### src/rtl/amo128_pkg.sv
// Package for the 128-bit atomic memory operation unit.
// Holds the sizes, operation codes, transfer payload types and the control/status structs.
// Depends on nothing.
package amo128_pkg;

    // Number of 128-bit words held. It must be a power of two, no larger than 1024.
    localparam int NUM_WORDS = 1024;
    localparam int ADDR_W    = $clog2(NUM_WORDS);
    localparam int TYPE_W    = 4;
    localparam int IDX_W     = 10;
    localparam int HALF_W    = 64;

    typedef enum logic [TYPE_W-1:0] {
        OP_LOAD     = 4'd0,
        OP_STORE    = 4'd1,
        OP_EXCHANGE = 4'd2,
        OP_CMPXCHG  = 4'd3,
        OP_ADD      = 4'd4,
        OP_SUB      = 4'd5,
        OP_AND      = 4'd6,
        OP_OR       = 4'd7,
        OP_XOR      = 4'd8
    } op_t;

    typedef struct packed {
        logic [TYPE_W-1:0] req_type;
        logic [IDX_W-1:0]  word_index;
        logic [HALF_W-1:0] operand_low;
        logic [HALF_W-1:0] operand_high;
        logic [HALF_W-1:0] expected_low;
        logic [HALF_W-1:0] expected_high;
    } req_t;

    typedef struct packed {
        logic [HALF_W-1:0] prior_low;
        logic [HALF_W-1:0] prior_high;
        logic              swapped;
    } result_t;

    typedef enum logic [1:0] {
        ST_CLEAR,
        ST_IDLE,
        ST_EXEC
    } state_t;

    typedef struct packed {
        logic load_req;
        logic clear_wr;
        logic exec;
    } cmd_t;

    typedef struct packed {
        logic clear_last;
        logic has_result;
        logic out_free;
    } status_t;

endpackage

### src/rtl/amo128_ctrl.sv
// Controller state machine of the 128-bit atomic memory operation unit.
// Sequences the clearing pass, request capture and execution; uses amo128_pkg.
module amo128_ctrl (
    input  logic               aclk,
    input  logic               aresetn,
    input  logic               s_valid,
    output logic               s_ready,
    input  amo128_pkg::status_t sts,
    output amo128_pkg::cmd_t    cmd
);
    import amo128_pkg::*;

    state_t state_reg;
    state_t state_next;

    always_ff @(posedge aclk) begin
        if (!aresetn) begin
            state_reg <= ST_CLEAR;
        end else begin
            state_reg <= state_next;
        end
    end

    always_comb begin
        state_next = state_reg;
        case (state_reg)
            ST_CLEAR: begin
                if (sts.clear_last) begin
                    state_next = ST_IDLE;
                end
            end
            ST_IDLE: begin
                if (s_valid) begin
                    state_next = ST_EXEC;
                end
            end
            ST_EXEC: begin
                if (!sts.has_result || sts.out_free) begin
                    state_next = ST_IDLE;
                end
            end
            default: begin
                state_next = ST_CLEAR;
            end
        endcase
    end

    always_comb begin
        s_ready      = 1'b0;
        cmd.load_req = 1'b0;
        cmd.clear_wr = 1'b0;
        cmd.exec     = 1'b0;
        case (state_reg)
            ST_CLEAR: begin
                cmd.clear_wr = 1'b1;
            end
            ST_IDLE: begin
                s_ready      = 1'b1;
                cmd.load_req = s_valid;
            end
            ST_EXEC: begin
                cmd.exec = !sts.has_result || sts.out_free;
            end
            default: begin
                s_ready = 1'b0;
            end
        endcase
    end

endmodule

### config.mk
export PLATFORM = sky130hd
export DESIGN_NAME = amo128_ctrl
export DESIGN_NICKNAME = d
export VERILOG_FILES = /design/src/rtl/amo128_pkg.sv /design/src/rtl/amo128_ctrl.sv
export SDC_FILE = /design/constraint.sdc
export NUM_CORES = 1
export LEC_CHECK = 0
export BUFFER_PORTS_ARGS = -buffer_cell sky130_fd_sc_hd__buf_2
export CAP_MARGIN = 0
export CORE_AREA = 4 4 41 43
export CTS_BUF_LIST = sky130_fd_sc_hd__clkbuf_8
export DETAILED_ROUTE_END_ITERATION = 10
export DIE_AREA = 0 0 45 47
export MAX_ROUTING_LAYER = met4
export SYNTH_ARGS = -nofsm -noshare
export SYNTH_HDL_FRONTEND = slang
export SYNTH_SLANG_ARGS = --single-unit
### constraint.sdc
create_clock -name aclk -period 0.9 [get_ports aclk]
set_input_delay 0.135 -clock aclk [delete_from_list [all_inputs] [get_ports aclk]]
set_output_delay 0.135 -clock aclk [all_outputs]
set_load 0.01 [all_outputs]
; Yosys cells after proc, flatten, opt, wreduce, memory -nomap -nowiden
; Index checks and enable logic that the tools add are counted.
[word_totals]
out_inout_bits = 4
regBits = 2
in_bits = 6
[classes]
n_eq_ne = 5
n_mux = 8
n_reduce_logical = 4
[op_table]
columns = op, count
row1 = $mux W2, 3
row2 = $ne A2 B2 Y1 const B, 3
row3 = $pmux W2 S3, 1
row4 = $mux W1, 4
row5 = $reduce_and A3 Y1, 1
row6 = $eq A2 B1 Y1 const B, 1
row7 = $eq A2 B2 Y1 const B, 1
row8 = $logic_not A2 Y1, 1
row9 = $logic_not A1 Y1, 1
row10 = $logic_or A1 B1 Y1, 1

; Longest topological paths before layout
[depth]
depth_word = 4
mapped_depth = 3

; Worst setup path before layout
; No wires, ideal clock.
[synth_timing]
path_type = reg-to-reg
from = register state_reg[0]
to = register state_reg[1]
stages_incl_launch_ff = 4
t_arrival_ns = 0.806
setup_ns = 0.115
path_slack_ns = -0.021
required_time_ns = 0.785
path_cell_list = dfxtp_1 -> nor2b_4 -> and2_4 -> o21a_1
[synth_between]
elab_chain_cells = 3
elab_cells_between_ends = 8
cone_classes = eq/ne (5) / mux (1) / reduce/logical (2)
[synth_rtl]
columns = item, line_no
row1 = "start, declared", amo128_ctrl.sv:13  ; state_t state_reg;
row2 = "start signal, assigned", amo128_ctrl.sv:20  ; state_reg <= state_next;
row3 = "$eq A2 B2 Y1, or another cell as far along", amo128_ctrl.sv:26  ; case (state_reg)
row4 = $ne A2 B2 Y1 (no line), n/a
row5 = $reduce_and A3 Y1 (no line), n/a
; Parallel ways exist; a longest one is shown, timed or not.
; A chain may end at the register's enable or synchronous reset.

==> summary.txt <==
pin count of the biggest net entering global routing -> 6
PwrDens -> 2019 mW/mm²
Post-DRT Antenna Nets -> 0
min Tclk post-route -> 1.077 ns
Slew Limit Fails -> 0
first-pass GRT wire length -> 586 µm
Worst VDD drop -> 0.0003259 V
layout cells sized above 1 -> 78.57%
Worst EP arrival -> 0.94 ns
Die Area -> 0.002115 mm²
# rows -> 13
Fmax -> 928.3 MHz
clock buffer depth -> 2
placed cells -> 37
run status -> finished, violations left
DR pass1 iterations -> 1
Area growth syn-to-layout -> 125.8%
core area -> 0.001301 mm²
failing checks -> setup timing
largest area contributor in the netlist -> dfxtp_1
die width -> 45 µm
GRT Overall Usage -> 4.963%
element type at the critical path start -> flop
WP data required -> 0.76 ns
Skew-Pair Late Insertion Delay -> 0.21 ns
wire per inst -> 8.349 µm
Max FO, Critical Path -> 5
Layout fillers -> 156
clock-pin slew on the worst setup and hold paths -> 0.03 ns
IO Port Bufs -> 9
crit path kind -> flop to primary output
Die Y -> 47 µm
Worst slew margin -> 85.54%
clock sink count -> 2
CTS Hold Bufs -> 0
maxcap violations -> 0
largest cells by area after synthesis -> dfxtp_1 33%, o21a_1 12%, nor2b_4 11%
CTS H-tree lvls -> 1
Routed WL -> 359 µm
yosys warns -> 0
sequential area share after synthesis -> 32.99%
distinct cell type count after synthesis -> 9
syn avg cell area -> 10.11 µm²
CP Capture Type -> primary output
worst-margin pin slew -> 0.2155 ns
Layout Cells excl Fill -> 43
gr ovfl total -> 0
FF+latch count, synth -> 2
FF-to-FF setup slack -> -0.09 ns
max reg flops -> 2
Synth top area share -> 32.99%
antenna violations before repair -> 0
clock skew -> 0.0002690 ns
vias in the first global route -> 168
fin nets -> 36
final hold violation count -> 0
Final Cycle Share -> 119.7%
static leakage -> 0.1333 nW
RSZ-0062 raised after global routing -> yes
DRC -> 0
post-route setup slack -> -0.1773 ns
Synth Cell Area -> 121.4 µm²
setup violators final -> 6
initial core utilization -> 9.327%
CTS tree -> done
Mapped Nets -> 18
Final TNS setup -> -0.6967 ns
Root Buffer -> clkbuf_8
HP Class -> primary input to flop
Synth Instances -> 12
DR iter-0 viols -> 0
# IOs -> 10
Diodes inserted -> 0
DR vias/cell -> 3.488
CTS buffer count -> 3
GP Congestion -> 0.6686
total vias in the final route -> 150
## synthesized netlist by cell type
cell,count
and3b_2,1
nor2b_1,1
dfxtp_1,2
nor2b_4,1
o21a_1,2
and2_4,1
nor3b_2,1
a211oi_1,1
nor2_1,2
## final cells by class
cell class	instances	area, µm²	area share [%]
timing repair buffer	13	87.58	31.96
multi-input combinational	10	81.33	29.68
sequential	2	45.04	16.44
clock buffer	3	41.29	15.07
tap	15	18.77	6.849
## power by group
part / switching, mW / internal (mW) / leakage (nW)
Sequential: 0.00852 / 0.0970 / 0.0175
Clock: 0.0655 / 0.282 / 0.0216
Combinational: 0.0343 / 0.0657 / 0.0943
## cell families (layout without fill, tap and decap cells)
kind of cell | Yosys count | after routing | synth area share [%]
compound gates | 3 | 3 | 18.56
buf+inv | 0 | 16 | 0
flops | 2 | 2 | 32.99
simple gates | 7 | 7 | 48.46
## layer usage
| layer | global-route usage [%] | vias to the layer above | wire length [µm] |
|---|---|---|---|
| met5 | - | - | 0 |
| met4 | 7.018 | 0 | 0 |
| met3 | 4.598 | 0 | 50 |
| met2 | 6.780 | 5 | 199 |
| met1 | 2.935 | 71 | 108 |
| li1 | - | 74 | - |
## final timing paths
kind / startpoint / to / cells past startpoint
min: aresetn / state_reg[0] / 2
max reg2reg: state_reg[0] / state_reg[1] / 4
min reg2reg: state_reg[0] / state_reg[0] / 2
max: state_reg[1] / cmd[0] / 2
## critical path: stages, from the launching register on
cell	delay (ns)
dfxtp_2	0.36
nor3b_2	0.21
buf_2	0.16
## per-stage QoR
stage | utilization (%) | power (mW) | area, µm² | hold slack [ns] | worst slack (ns)
after floorplan | - | 0.1452 | 122.6 | 0.2525 | 0.01469
after global placement | 14.90 | 0.1805 | 193.9 | 0.3677 | -0.009896
after detailed placement | 14.90 | 0.1817 | 193.9 | 0.3713 | -0.02732
after CTS | 20.48 | 0.5644 | 266.5 | 0.1551 | -0.1834
after global routing | 21.06 | 0.5962 | 274.0 | 0.1690 | -0.2172
final | 21.06 | 0.5534 | 274.0 | 0.1554 | -0.1773
## cell usage in the layout, fill, tap and decap left out
cell	Yosys	layout
nor2b_4	1	1
dfxtp_4	0	1
nor3b_2	1	1
nor2b_1	1	1
nor2_1	2	2
dfxtp_2	0	1
buf_6	0	2
buf_4	0	4
and2_4	1	1
a211oi_1	1	1
o21a_1	2	2
buf_2	0	7
and3b_2	1	1
clkbuf_8	0	3
## repair_timing
| action | 4_1_cts | 5_1_grt |
|---|---|---|
| pin swaps | 0 | 1 |
| buffers inserted | 2 | 1 |
| gates resized for setup | 4 | 0 |
| endpoints found under the setup margin | 4 | 6 |
No activity file was read; power rests on OpenSTA's default activity.
